--- config.mk ---
export PLATFORM = sky130hd
export DESIGN_NAME = address_window_slot_mapper
export DESIGN_NICKNAME = d
export VERILOG_FILES = /design/src/rtl/core/awsm_pkg.sv /design/src/rtl/core/awsm_ram.sv /design/src/rtl/core/awsm_tags.sv /design/src/rtl/core/address_window_slot_mapper.sv
export SDC_FILE = /design/constraint.sdc
export NUM_CORES = 1
export LEC_CHECK = 0
export BUFFER_PORTS_ARGS = -buffer_cell sky130_fd_sc_hd__buf_2
export CELL_PAD_IN_SITES_DETAIL_PLACEMENT = 0
export CELL_PAD_IN_SITES_GLOBAL_PLACEMENT = 1
export CORE_UTILIZATION = 47
export CTS_CLUSTER_DIAMETER = 200
export DETAILED_ROUTE_END_ITERATION = 6
export PLACE_DENSITY_LB_ADDON = 0.12
export SLEW_MARGIN = 20
export SYNTH_ARGS = -nofsm -noshare
export SYNTH_HDL_FRONTEND = slang
export SYNTH_SLANG_ARGS = --single-unit
export TNS_END_PERCENT = 5
--- constraint.sdc ---
create_clock -name aclk -period 6.2 [get_ports aclk]
set_clock_uncertainty 0.1 [all_clocks]
set_input_delay 0.93 -clock aclk [delete_from_list [all_inputs] [get_ports aclk]]
set_output_delay 0.93 -clock aclk [all_outputs]
set_load 0.02 [all_outputs]
--- src/rtl/core/awsm_pkg.sv ---
// Shared types and constants for the address window slot mapper.
`timescale 1ns / 1ps
`default_nettype none

package awsm_pkg;

    // default configuration
    localparam int NUM_SLOTS_DEF       = 15;
    localparam int MMIO_FIRST_SLOT_DEF = 8;
    localparam int COUNT_BITS_DEF      = 16;

    // field widths
    localparam int PHYS_W    = 48;
    localparam int LADDR_W   = 32;
    localparam int WIN_SHIFT = 26;
    localparam int CODE_W    = PHYS_W - WIN_SHIFT;
    localparam int WIN_IDX_W = LADDR_W - WIN_SHIFT;
    localparam int SLOT_FW   = 4;

    // memory types programmed into a window
    localparam logic [2:0] TYPE_MEM  = 3'h4;
    localparam logic [2:0] TYPE_MMIO = 3'h6;

    // request opcodes
    localparam logic OP_MAP   = 1'b0;
    localparam logic OP_UNMAP = 1'b1;

    // status codes
    localparam logic [1:0] STS_OK    = 2'd0;
    localparam logic [1:0] STS_NONE  = 2'd1;
    localparam logic [1:0] STS_PARAM = 2'd2;
    localparam logic [1:0] STS_FULL  = 2'd3;

    // slot change codes
    localparam logic [1:0] CHG_NONE  = 2'd0;
    localparam logic [1:0] CHG_SET   = 2'd1;
    localparam logic [1:0] CHG_CLEAR = 2'd2;

    typedef struct packed {
        logic               op;
        logic [PHYS_W-1:0]  phys_addr;
        logic               is_mmio;
        logic [LADDR_W-1:0] local_addr_in;
    } req_t;

    typedef struct packed {
        logic [1:0]         status;
        logic [SLOT_FW-1:0] slot_index;
        logic [LADDR_W-1:0] local_addr_out;
        logic [1:0]         slot_change;
        logic [CODE_W-1:0]  window_base_code;
        logic [2:0]         mem_type_out;
    } rsp_t;

    // lookup into the slot tag array
    typedef struct packed {
        logic [CODE_W-1:0]  code;
        logic               mmio;
        logic [SLOT_FW-1:0] uslot;
    } tag_query_t;

    typedef struct packed {
        logic               found;
        logic [SLOT_FW-1:0] fslot;
        logic               fvalid;
        logic               uvalid;
    } tag_result_t;

    // tag write-back
    typedef struct packed {
        logic               set;
        logic               clr;
        logic [SLOT_FW-1:0] slot;
        logic [CODE_W-1:0]  code;
        logic               mmio;
    } tag_update_t;

endpackage

`default_nettype wire

--- src/rtl/core/awsm_ram.sv ---
// Generic single-write, single-read RAM with registered read data.
`timescale 1ns / 1ps
`default_nettype none

module awsm_ram #(
    parameter int WIDTH = 16,
    parameter int DEPTH = 16
) (
    input  wire logic                     aclk,
    input  wire logic                     we,
    input  wire logic [$clog2(DEPTH)-1:0] waddr,
    input  wire logic [WIDTH-1:0]         wdata,
    input  wire logic                     re,
    input  wire logic [$clog2(DEPTH)-1:0] raddr,
    output logic      [WIDTH-1:0]         rdata
);

    logic [WIDTH-1:0] mem [DEPTH];

    always_ff @(posedge aclk) begin
        if (we) begin
            mem[waddr] <= wdata;
        end
        if (re) begin
            rdata <= mem[raddr];
        end
    end

endmodule

`default_nettype wire

--- src/rtl/core/awsm_tags.sv ---
// Slot tag array (valid, window base, type) with parallel first-fit search.
`timescale 1ns / 1ps
`default_nettype none

module awsm_tags #(
    parameter int NUM_SLOTS       = awsm_pkg::NUM_SLOTS_DEF,
    parameter int MMIO_FIRST_SLOT = awsm_pkg::MMIO_FIRST_SLOT_DEF
) (
    input  wire logic                  aclk,
    input  wire logic                  aresetn,
    input  wire awsm_pkg::tag_query_t  query,
    output awsm_pkg::tag_result_t      result,
    input  wire awsm_pkg::tag_update_t update
);

    localparam int SLOT_W = $clog2(NUM_SLOTS);

    logic [NUM_SLOTS-1:0]          valid_reg;
    logic [awsm_pkg::CODE_W-1:0]   base_reg [NUM_SLOTS];
    logic [NUM_SLOTS-1:0]          mmio_reg;
    logic [NUM_SLOTS-1:0]          cand;
    logic [SLOT_W-1:0]             fslot;
    logic [SLOT_W-1:0]             uslot;
    logic [SLOT_W-1:0]             wslot;

    assign uslot = query.uslot[SLOT_W-1:0];
    assign wslot = update.slot[SLOT_W-1:0];

    // free or same base and type, only at or above the start slot
    always_comb begin
        for (int i = 0; i < NUM_SLOTS; i++) begin
            cand[i] = (!query.mmio || (i >= MMIO_FIRST_SLOT)) &&
                      (!valid_reg[i] ||
                       ((base_reg[i] == query.code) && (mmio_reg[i] == query.mmio)));
        end
    end

    // lowest candidate wins
    always_comb begin
        fslot = '0;
        for (int i = NUM_SLOTS - 1; i >= 0; i--) begin
            if (cand[i]) begin
                fslot = SLOT_W'(i);
            end
        end
    end

    always_comb begin
        result.found  = |cand;
        result.fslot  = awsm_pkg::SLOT_FW'(fslot);
        result.fvalid = valid_reg[fslot];
        result.uvalid = valid_reg[uslot];
    end

    always_ff @(posedge aclk) begin
        if (!aresetn) begin
            valid_reg <= '0;
        end else if (update.set) begin
            valid_reg[wslot] <= 1'b1;
        end else if (update.clr) begin
            valid_reg[wslot] <= 1'b0;
        end
    end

    always_ff @(posedge aclk) begin
        if (update.set) begin
            base_reg[wslot] <= update.code;
            mmio_reg[wslot] <= update.mmio;
        end
    end

endmodule

`default_nettype wire

--- src/rtl/core/address_window_slot_mapper.sv ---
// Top level: reference-counted 64 MiB address window slot mapper.
//
//   channel  | ports                    | beat
//   ---------+--------------------------+-------------------------------
//   request  | s_valid s_ready s_data   | awsm_pkg::req_t (map / unmap)
//   result   | m_valid m_ready m_data   | awsm_pkg::rsp_t (one per request)
//
// The accept cycle does the parallel tag search and issues the count RAM read;
// the ST_EXEC state then does the count update, the tag write-back and loads
// the output register.
// Reset clears the slot valid bits, the table-ready flag and the FSM; the
// count RAM is not cleared, an invalid slot reads its count as zero.
// A new request is taken while a result still waits in the output register;
// ST_EXEC holds only while that register is full and not drained.
`timescale 1ns / 1ps
`default_nettype none

module address_window_slot_mapper #(
    parameter int NUM_SLOTS       = awsm_pkg::NUM_SLOTS_DEF,
    parameter int MMIO_FIRST_SLOT = awsm_pkg::MMIO_FIRST_SLOT_DEF,
    parameter int COUNT_BITS      = awsm_pkg::COUNT_BITS_DEF
) (
    input  wire logic           aclk,
    input  wire logic           aresetn,
    input  wire logic           s_valid,
    output logic                s_ready,
    input  wire awsm_pkg::req_t s_data,
    output logic                m_valid,
    input  wire logic           m_ready,
    output awsm_pkg::rsp_t      m_data
);

    localparam int SLOT_W = $clog2(NUM_SLOTS);

    typedef enum logic [1:0] {
        ST_IDLE = 2'b01,
        ST_EXEC = 2'b10
    } state_t;

    state_t state_reg, state_next;

    logic                           accept;
    logic                           out_load;
    logic                           table_ready_reg;

    // search side
    awsm_pkg::tag_query_t           query;
    awsm_pkg::tag_result_t          tres;
    awsm_pkg::tag_update_t          tupd;
    logic [awsm_pkg::WIN_IDX_W-1:0] win_idx;
    logic                           bad_ptr;

    // request held for the ST_EXEC state
    logic                           op_reg;
    logic [awsm_pkg::CODE_W-1:0]    code_reg;
    logic [awsm_pkg::WIN_SHIFT-1:0] off_reg;
    logic                           mmio_reg;
    logic [SLOT_W-1:0]              slot_reg;
    logic                           found_reg;
    logic                           valid_reg;
    logic                           bad_reg;
    logic                           ready_reg;

    // count RAM
    logic                           ram_we;
    logic [COUNT_BITS-1:0]          ram_wdata;
    logic [SLOT_W-1:0]              ram_raddr;
    logic [COUNT_BITS-1:0]          ram_rdata;
    logic [COUNT_BITS-1:0]          refs;
    logic [COUNT_BITS-1:0]          refs_dec;

    awsm_pkg::rsp_t                 rsp;
    awsm_pkg::rsp_t                 m_data_reg;
    logic                           m_valid_reg, m_valid_next;

    // no beat is taken while reset is held
    assign s_ready  = (state_reg == ST_IDLE) && aresetn;
    assign accept   = s_valid && s_ready;
    assign out_load = (state_reg == ST_EXEC) && (!m_valid_reg || m_ready);
    assign m_valid  = m_valid_reg;
    assign m_data   = m_data_reg;

    // unmap slot: window number minus one, modulo 64
    assign win_idx = s_data.local_addr_in[awsm_pkg::LADDR_W-1:awsm_pkg::WIN_SHIFT]
                     - awsm_pkg::WIN_IDX_W'(1);
    assign bad_ptr = (win_idx >= awsm_pkg::WIN_IDX_W'(NUM_SLOTS));

    always_comb begin
        query.code  = s_data.phys_addr[awsm_pkg::PHYS_W-1:awsm_pkg::WIN_SHIFT];
        query.mmio  = s_data.is_mmio;
        query.uslot = awsm_pkg::SLOT_FW'(win_idx[SLOT_W-1:0]);
    end

    awsm_tags #(
        .NUM_SLOTS       (NUM_SLOTS),
        .MMIO_FIRST_SLOT (MMIO_FIRST_SLOT)
    ) u_tags (
        .aclk    (aclk),
        .aresetn (aresetn),
        .query   (query),
        .result  (tres),
        .update  (tupd)
    );

    assign ram_raddr = (s_data.op == awsm_pkg::OP_MAP) ? tres.fslot[SLOT_W-1:0]
                                                       : win_idx[SLOT_W-1:0];

    awsm_ram #(
        .WIDTH (COUNT_BITS),
        .DEPTH (NUM_SLOTS)
    ) u_refs (
        .aclk  (aclk),
        .we    (ram_we),
        .waddr (slot_reg),
        .wdata (ram_wdata),
        .re    (accept),
        .raddr (ram_raddr),
        .rdata (ram_rdata)
    );

    // capture the request and the search outcome
    always_ff @(posedge aclk) begin
        if (accept) begin
            op_reg    <= s_data.op;
            code_reg  <= s_data.phys_addr[awsm_pkg::PHYS_W-1:awsm_pkg::WIN_SHIFT];
            off_reg   <= s_data.phys_addr[awsm_pkg::WIN_SHIFT-1:0];
            mmio_reg  <= s_data.is_mmio;
            slot_reg  <= ram_raddr;
            found_reg <= tres.found;
            valid_reg <= (s_data.op == awsm_pkg::OP_MAP) ? tres.fvalid : tres.uvalid;
            bad_reg   <= bad_ptr;
            ready_reg <= table_ready_reg;
        end
    end

    // a free slot always reads as a zero count
    assign refs     = valid_reg ? ram_rdata : '0;
    assign refs_dec = refs - COUNT_BITS'(1);

    always_comb begin
        rsp       = '0;
        ram_we    = 1'b0;
        ram_wdata = refs + COUNT_BITS'(1);
        tupd      = '0;
        tupd.slot = awsm_pkg::SLOT_FW'(slot_reg);
        tupd.code = code_reg;
        tupd.mmio = mmio_reg;

        if (op_reg == awsm_pkg::OP_MAP) begin
            if (!found_reg) begin
                rsp.status = awsm_pkg::STS_NONE;
            end else begin
                rsp.slot_index = awsm_pkg::SLOT_FW'(slot_reg);
                if (valid_reg && (&refs)) begin
                    rsp.status = awsm_pkg::STS_FULL;
                end else begin
                    rsp.status         = awsm_pkg::STS_OK;
                    ram_we             = out_load;
                    rsp.local_addr_out = {awsm_pkg::WIN_IDX_W'(slot_reg)
                                              + awsm_pkg::WIN_IDX_W'(1), off_reg};
                    if (!valid_reg) begin
                        tupd.set             = out_load;
                        rsp.slot_change      = awsm_pkg::CHG_SET;
                        rsp.window_base_code = code_reg;
                        rsp.mem_type_out     = mmio_reg ? awsm_pkg::TYPE_MMIO
                                                        : awsm_pkg::TYPE_MEM;
                    end
                end
            end
        end else begin
            if (!ready_reg) begin
                rsp.status = awsm_pkg::STS_NONE;
            end else if (bad_reg) begin
                rsp.status = awsm_pkg::STS_PARAM;
            end else begin
                rsp.slot_index = awsm_pkg::SLOT_FW'(slot_reg);
                if (refs == '0) begin
                    rsp.status = awsm_pkg::STS_PARAM;
                end else begin
                    rsp.status = awsm_pkg::STS_OK;
                    ram_we     = out_load;
                    ram_wdata  = refs_dec;
                    if (refs_dec == '0) begin
                        tupd.clr        = out_load;
                        rsp.slot_change = awsm_pkg::CHG_CLEAR;
                    end
                end
            end
        end
    end

    always_comb begin
        state_next = state_reg;
        case (state_reg)
            ST_IDLE: begin
                if (accept) begin
                    state_next = ST_EXEC;
                end
            end
            ST_EXEC: begin
                if (out_load) begin
                    state_next = ST_IDLE;
                end
            end
            default: begin
                state_next = ST_IDLE;
            end
        endcase
    end

    always_comb begin
        m_valid_next = m_valid_reg;
        if (out_load) begin
            m_valid_next = 1'b1;
        end else if (m_ready) begin
            m_valid_next = 1'b0;
        end
    end

    always_ff @(posedge aclk) begin
        if (!aresetn) begin
            state_reg       <= ST_IDLE;
            m_valid_reg     <= 1'b0;
            table_ready_reg <= 1'b0;
        end else begin
            state_reg   <= state_next;
            m_valid_reg <= m_valid_next;
            if (accept && (s_data.op == awsm_pkg::OP_MAP)) begin
                table_ready_reg <= 1'b1;
            end
        end
    end

    always_ff @(posedge aclk) begin
        if (out_load) begin
            m_data_reg <= rsp;
        end
    end

    // a result only appears out of the update cycle
    a_result_from_exec: assert property (@(posedge aclk) disable iff (!aresetn)
        $rose(m_valid_reg) |-> $past(state_reg == ST_EXEC))
        else $error("result appeared without an update cycle");

    // the search of the next request must see the written-back tags
    a_interlock: assert property (@(posedge aclk) disable iff (!aresetn)
        accept |=> !s_ready)
        else $error("request taken during update cycle");

    a_addr_only_ok: assert property (@(posedge aclk) disable iff (!aresetn)
        (m_valid_reg && (m_data_reg.status != awsm_pkg::STS_OK))
            |-> (m_data_reg.local_addr_out == '0) &&
                (m_data_reg.slot_change == awsm_pkg::CHG_NONE))
        else $error("failed request carries an address or slot change");

    a_set_type: assert property (@(posedge aclk) disable iff (!aresetn)
        (m_valid_reg && (m_data_reg.slot_change == awsm_pkg::CHG_SET))
            |-> ((m_data_reg.mem_type_out == awsm_pkg::TYPE_MEM) ||
                 (m_data_reg.mem_type_out == awsm_pkg::TYPE_MMIO)))
        else $error("new slot without a memory type");

endmodule

`default_nettype wire

# Word-level counts from Yosys, hierarchy flattened
# Memory sizes are Yosys's and may differ from the RTL's. A register that Yosys moved wholly into a read port is not among the register bits.
# Index checks and enable logic that the tools add are counted.
dict set report totals {
  word_cells 213
  regBits 157
  in_bits 86
  out_inout_bits 67
  ramBits 570
  n_memories 2
}
dict set report classes {
  addsub 4
  n_mux 72
  n_lt_le_gt_ge 5
  reduce_logical 71
  eq_ne 34
  bitwise 5
}
# memory depth width rd rd_clocked_by_memory_dff wr line
set mem_list {}
lappend mem_list {u_tags.base_reg 15 22 15 0 1 awsm_tags.sv:19} ;# logic [awsm_pkg::CODE_W-1:0] base_reg [NUM_SLOTS];
lappend mem_list {u_refs.mem 15 16 1 1 1 awsm_ram.sv:18} ;# logic [WIDTH-1:0] mem [DEPTH];
# operator count
set ops {}
lappend ops {{== test 22 bit} 15}
lappend ops {{2-to-1 mux 16 bit} 5}
lappend ops {{2-to-1 mux 4 bit} 18}
lappend ops {{2-to-1 mux 63 bit} 1}
lappend ops {{2-to-1 mux 58 bit} 1}
lappend ops {{logical NOT 16 bit} 2}
lappend ops {{2-to-1 mux 15 bit} 2}
lappend ops {{logical AND 1 bit} 29}
lappend ops {{2-to-1 mux 2 bit} 13}
lappend ops {{2-to-1 mux 26 bit} 1}
lappend ops {{2-to-1 mux 1 bit} 25}
lappend ops {{logical NOT 1 bit} 17}
lappend ops {{adder 16 x 1 -> 16 bit, second input constant} 1}
lappend ops {{logical OR 1 bit} 16}
lappend ops {{AND reduction 16 bit} 1}
lappend ops {{subtractor 16 x 1 -> 16 bit, second input constant} 1}
lappend ops {{AND 15 bit} 1}
lappend ops {{bitwise mux 15 bit} 1}
lappend ops {{== test 1 bit} 15}
lappend ops {{less-than comparator 4 x 5 -> 1 bit, second input constant} 3}
lappend ops {{NOT 15 bit} 1}
lappend ops {{OR 15 bit} 1}
lappend ops {{OR reduction 15 bit} 1}
lappend ops {{binary-select mux 1 bit (select 4 bit)} 2}
lappend ops {{other kinds (15)} 18}

# Logic depth before layout (Yosys ltp)
# An unclocked memory read counts as a cell.
dict set report depth {
  depth_word 22
  ltp_mapped 17
  mapped_depth_nobuf 13
}

# Cells and area by module
# From an unflattened synthesis, not the netlist that was laid out.
dict set report unflattened {
  hier_cells 1850
  area_unflattened_um2 30782.0
}
# mod area_per_inst_um2 instances cells_each seq_area_each_um2
set by_module_without_submodules {}
lappend by_module_without_submodules {awsm_tags 15534.9 1 1004 10660.2}
lappend by_module_without_submodules {awsm_ram 9753.1 1 434 7687.4}
lappend by_module_without_submodules {address_window_slot_mapper 5494.0 1 412 3713.6}

# Worst setup path before layout
# Ideal clock, no wire load.
dict set report synth_path {
  path_kind {input port to flip-flop}
  start {in m_ready}
  end {mem u_tags.base_reg[12][0] (netlist name), enable pin}
  setup_ps 404
  t_required_ps 5696
  path_slack_ps -210
  cell_stages 5
  n_path_buf 1
  arrival_ps 5906
  cell_sequence {nand2b_1 > nor2b_1 > nand2_1 > clkbuf_1 > nor2_1}
}
dict set report synth_via {
  elab_chain_len 8
}
# element line
set synth_rtl {}
lappend synth_rtl {{from (decl)} address_window_slot_mapper.sv:29} ;# input wire logic m_ready,
lappend synth_rtl {{logical OR 1 bit} address_window_slot_mapper.sv:79} ;# assign out_load = (state_reg == ST_EXEC) && (!m_valid_reg || m_ready);
lappend synth_rtl {{logical AND 1 bit} address_window_slot_mapper.sv:79}
lappend synth_rtl {{2-to-1 mux 1 bit} address_window_slot_mapper.sv:161} ;# if (!valid_reg) begin
lappend synth_rtl {{2-to-1 mux 1 bit} address_window_slot_mapper.sv:154} ;# if (valid_reg && (&refs)) begin
lappend synth_rtl {{2-to-1 mux 1 bit} address_window_slot_mapper.sv:150} ;# if (!found_reg) begin
lappend synth_rtl {{2-to-1 mux 1 bit} address_window_slot_mapper.sv:149} ;# if (op_reg == awsm_pkg::OP_MAP) begin
lappend synth_rtl {{2-to-1 mux 1 bit} awsm_tags.sv:66} ;# if (update.set) begin
lappend synth_rtl {{2-to-1 mux 1 bit (not written as such)} awsm_tags.sv:67} ;# base_reg[wslot] <= update.code;
lappend synth_rtl {{to (decl)} awsm_tags.sv:19}
# Every way passes these cells.

# Worst setup path after layout
dict set report layout_path {
  start {in s_data[61] (netlist name)}
  end {reg u_refs.rdata[4] (read register of u_refs.mem) (data pin)}
}
dict set report layout_via {
  elab_chain_len 19
  word_cells_on_any_way 69
  cone_classes {eq/ne (15); mux (16); reduce/logical (38)}
}
# element line
set layout_rtl {}
lappend layout_rtl {{from (decl)} address_window_slot_mapper.sv:27} ;# input wire awsm_pkg::req_t s_data,
lappend layout_rtl {{== test 22 bit} awsm_tags.sv:34} ;# ((base_reg[i] == query.code) && (mmio_reg[i] == query.mmio)));
lappend layout_rtl {{logical AND 1 bit} awsm_tags.sv:34}
lappend layout_rtl {{logical OR 1 bit} awsm_tags.sv:33} ;# (!valid_reg[i] ||
lappend layout_rtl {{2-to-1 mux 4 bit (14 in a row)} awsm_tags.sv:42} ;# if (cand[i]) begin
lappend layout_rtl {{2-to-1 mux 4 bit *} awsm_tags.sv:42}
lappend layout_rtl {{2-to-1 mux 4 bit *} address_window_slot_mapper.sv:105} ;# assign ram_raddr = (s_data.op == awsm_pkg::OP_MAP) ? tres.fslot[SLOT_W-1:0]
lappend layout_rtl {{to (decl)} awsm_ram.sv:15} ;# output logic [WIDTH-1:0] rdata
# Every way passes the cells marked *; elsewhere a longest branch is shown, timed or not.
# A chain may end at the register's enable or synchronous reset.

==> qor.txt <==
number of global-route vias before repair -> 17681
Critical Path Stages -> 14
min cycle time layout -> 4.86 ns
worst vdd ir -> 227 uV
Port Buffers -> 124
Reg-to-Reg Start -> u_tags.base_reg[14][8]
num ports -> 153
pwr dens -> 297 nW/um2
Clock Latency Late Sink -> 0.63 ns
Final nets -> 2284
RSZ-0062 raised after global routing -> no
Yosys cell types -> 76
Synth async-reset ratio -> 0%
layout cells sized above 1 -> 18.6%
metal3 WL -> 3.08 mm
worst r2r path cells -> 14
root buffer cell -> clkbuf_16
Initial Util -> 47.5%
final setup vio count -> 0
CTS tree -> done
hold_buf cts -> 0
WS Path Type -> input port to register
die area -> 68900 um2
Rel. slew slack -> 20.7%
CP endpoint kind -> register
startpoint types -> input port
crit path max-delay cell type -> a221oi_1
pin count of the biggest net entering global routing -> 78
Post-CTS Setup Inserts -> 0
FMAX -> 206 MHz
max-cap violations -> 0
sequential fraction of the synthesis area -> 69.1%
M1 WL -> 34.0 mm
final period utilization -> 78.5%
Die Span Y -> 263 um
critical-path cell list -> buf_2, xor2_1, nor4_1, nand4_1, o31a_1, nor3b_2, o311ai_4, a21oi_4, a21oi_4, buf_12, mux2_2, a221oi_1, buf_4, a211o_1
Synth top area share -> 67.9%
post-route design area -> 35900 um2
status -> complete, no violations
first-pass GRT wire length -> 121 mm
top cells by count, synth -> edfxtp_1, xor2_1, mux2i_1, xnor2_1, nor2_1
initial drt markers -> 1361
Die W -> 263 um
CP most frequent cell -> a21oi_4
maximum level of the CTS H-tree -> 3
DRC Markers -> 0
Cell Area, Synth -> 31900 um2
Avg Inst Size Synth -> 15.8 um2
Min-Delay Path Depth -> 0
Post-synth EDFFs -> 722
CP top delay family -> compound AO/OA/AOI/OAI gates
post-cts resize count -> 0
grt ovf -> 0
Worst EP arrival -> 5.26 ns
Via density -> 5.64
final antenna-violating net count -> 0
predominant post-synthesis flop cell -> edfxtp_1
Avg WL per Cell -> 26.6 um
Mapped Cells -> 2018
core area -> 67200 um2
Worst setup startpoint -> s_data[61]
P&R area growth vs syn -> 12.6%
Critical path buffers and inverters -> 3
initial antenna violation count -> 3
Max Buffers Root-to-Sink -> 3
Yosys Warn Count -> 0
required time worst endpoint -> 6.59 ns
final core utilization -> 53.5%
Critical Path Max Stage Delay -> 0.55 ns
largest area contributor in the netlist -> edfxtp_1
hpwl dp -> 52.4 mm
Slew Limit Fails -> 0
GPL Wtd Cong -> 0.790
HP Class -> register to register
WL met2 -> 43.6 mm
total track usage -> 24.2%
Pwr Total -> 10.7 mW
top-count cell post-synth -> edfxtp_1
clock slew at reported path FFs -> 0.06 ns
DR pass1 iterations -> 6
register bit total from synthesis -> 741
worst-path maximum fanout -> 77
DP Area -> 33500 um2
max reg flops -> 330
vias -> 17611
Multi-input gate area -> 9060 um2
CTS buffer count -> 77
# rows -> 95
hold_sp -> table_ready_reg
# clock sinks -> 741
drt total wl -> 83.2 mm
DR top layer -> met4
top cells by area, synth -> edfxtp_1, xor2_1, mux2i_1, xnor2_1, buf_6
fill count -> 5432
Final Hold Vio Count -> 0
setup TNS -> 0 ns
Sequential Area -> 22100 um2
Leak -> 12.1 nW
Slew @ Worst Pin -> 1.19 ns
hold_ws -> 0.360 ns
## cell type report
class | instances | share of cell area, %
inverters | 13 | 0.157
clock buffers | 104 | 5.73
multi-input cells | 1151 | 25.2
diodes | 2 | 0.0139
flip-flops and latches | 741 | 61.4
well taps | 873 | 3.04
clock inverters | 35 | 0.808
repair buffers | 205 | 3.62
## through the flow
step | worst slack, ns | instances
after detailed placement | 0.722 | 2982
after floorplan | 1.17 | 2019
after CTS | 1.36 | 3121
final | 1.34 | 3124
after global placement | 0.742 | 2980
after global routing | 1.14 | 3123
## worst register-to-register path, stage by stage (launching register included)
cell      delay (ns)
edfxtp_1        0.38
xor2_1          0.15
nor4_1          0.42
nand4_1         0.37
o31a_1          0.41
and3b_1         0.23
nor2b_2         0.13
o21a_1          0.34
a21oi_4         0.15
inv_8           0.22
buf_4           0.36
mux2i_1         0.13
mux2_2          0.29
a221oi_2        0.52
a211o_1         0.18
## layer usage
metal | global-route usage, % | vias to the layer above
met3 | 2.60 | 133
li1 | - | 7999
met4 | 8.51 | 0
met5 | 0 | -
met1 | 30.5 | 9066
met2 | 43.4 | 413
## worst paths after layout
kind	slack, ns	end
max	1.34	u_refs.rdata[4]
min	0.36	ready_reg
max reg2reg	1.69	u_refs.rdata[12]
min reg2reg	0.36	ready_reg
## cell usage in the layout, fill, tap and decap left out, types with 8 or more instances in the layout
cell and instances:
nor2_2 17, clkbuf_1 24, buf_2 124, a211o_1 16, and2_1 59, nand2_1 47
o21ai_0 33, o22ai_1 9, ha_1 9, a221oi_1 19, inv_1 11, nor2_4 11
edfxtp_1 722, nand4_1 43, clkbuf_16 77, dfxtp_1 19, xor2_1 236, nor2_1 61
clkinv_2 13, nor3_1 12, o21ai_1 8, mux2i_1 118, xnor2_1 118, a221o_1 18
buf_4 75, clkinv_1 11, nor4_1 61, o22ai_2 11, a221oi_2 13, nand3_1 27
mux2_2 20, a21oi_1 49, o21a_1 33
## kinds of logic (layout without fill, tap and decap cells)
kind of cell               Yosys count  after routing  share of synthesized area (%)
AOI/OAI and AO/OA                  257            257                           6.40
xor gates and xnor gates           355            355                           9.74
adders and majority gates            9              9                          0.353
buffers and inverters              127            357                           3.08
DFF                                741            741                           69.1
muxes                              142            142                           4.69
other                                1              4                         0.0118
and+or+nand+nor                    386            386                           6.59
## report_power, final
group	switching, mW	leakage (nW)	total (mW)	internal (mW)
Sequential	0.0719	6.67	5.61	5.54
Combinational	0.443	4.30	0.698	0.255
Clock	1.92	1.15	4.35	2.43
Total	2.44	12.1	10.7	8.23
No activity file was read; power rests on OpenSTA's default activity.
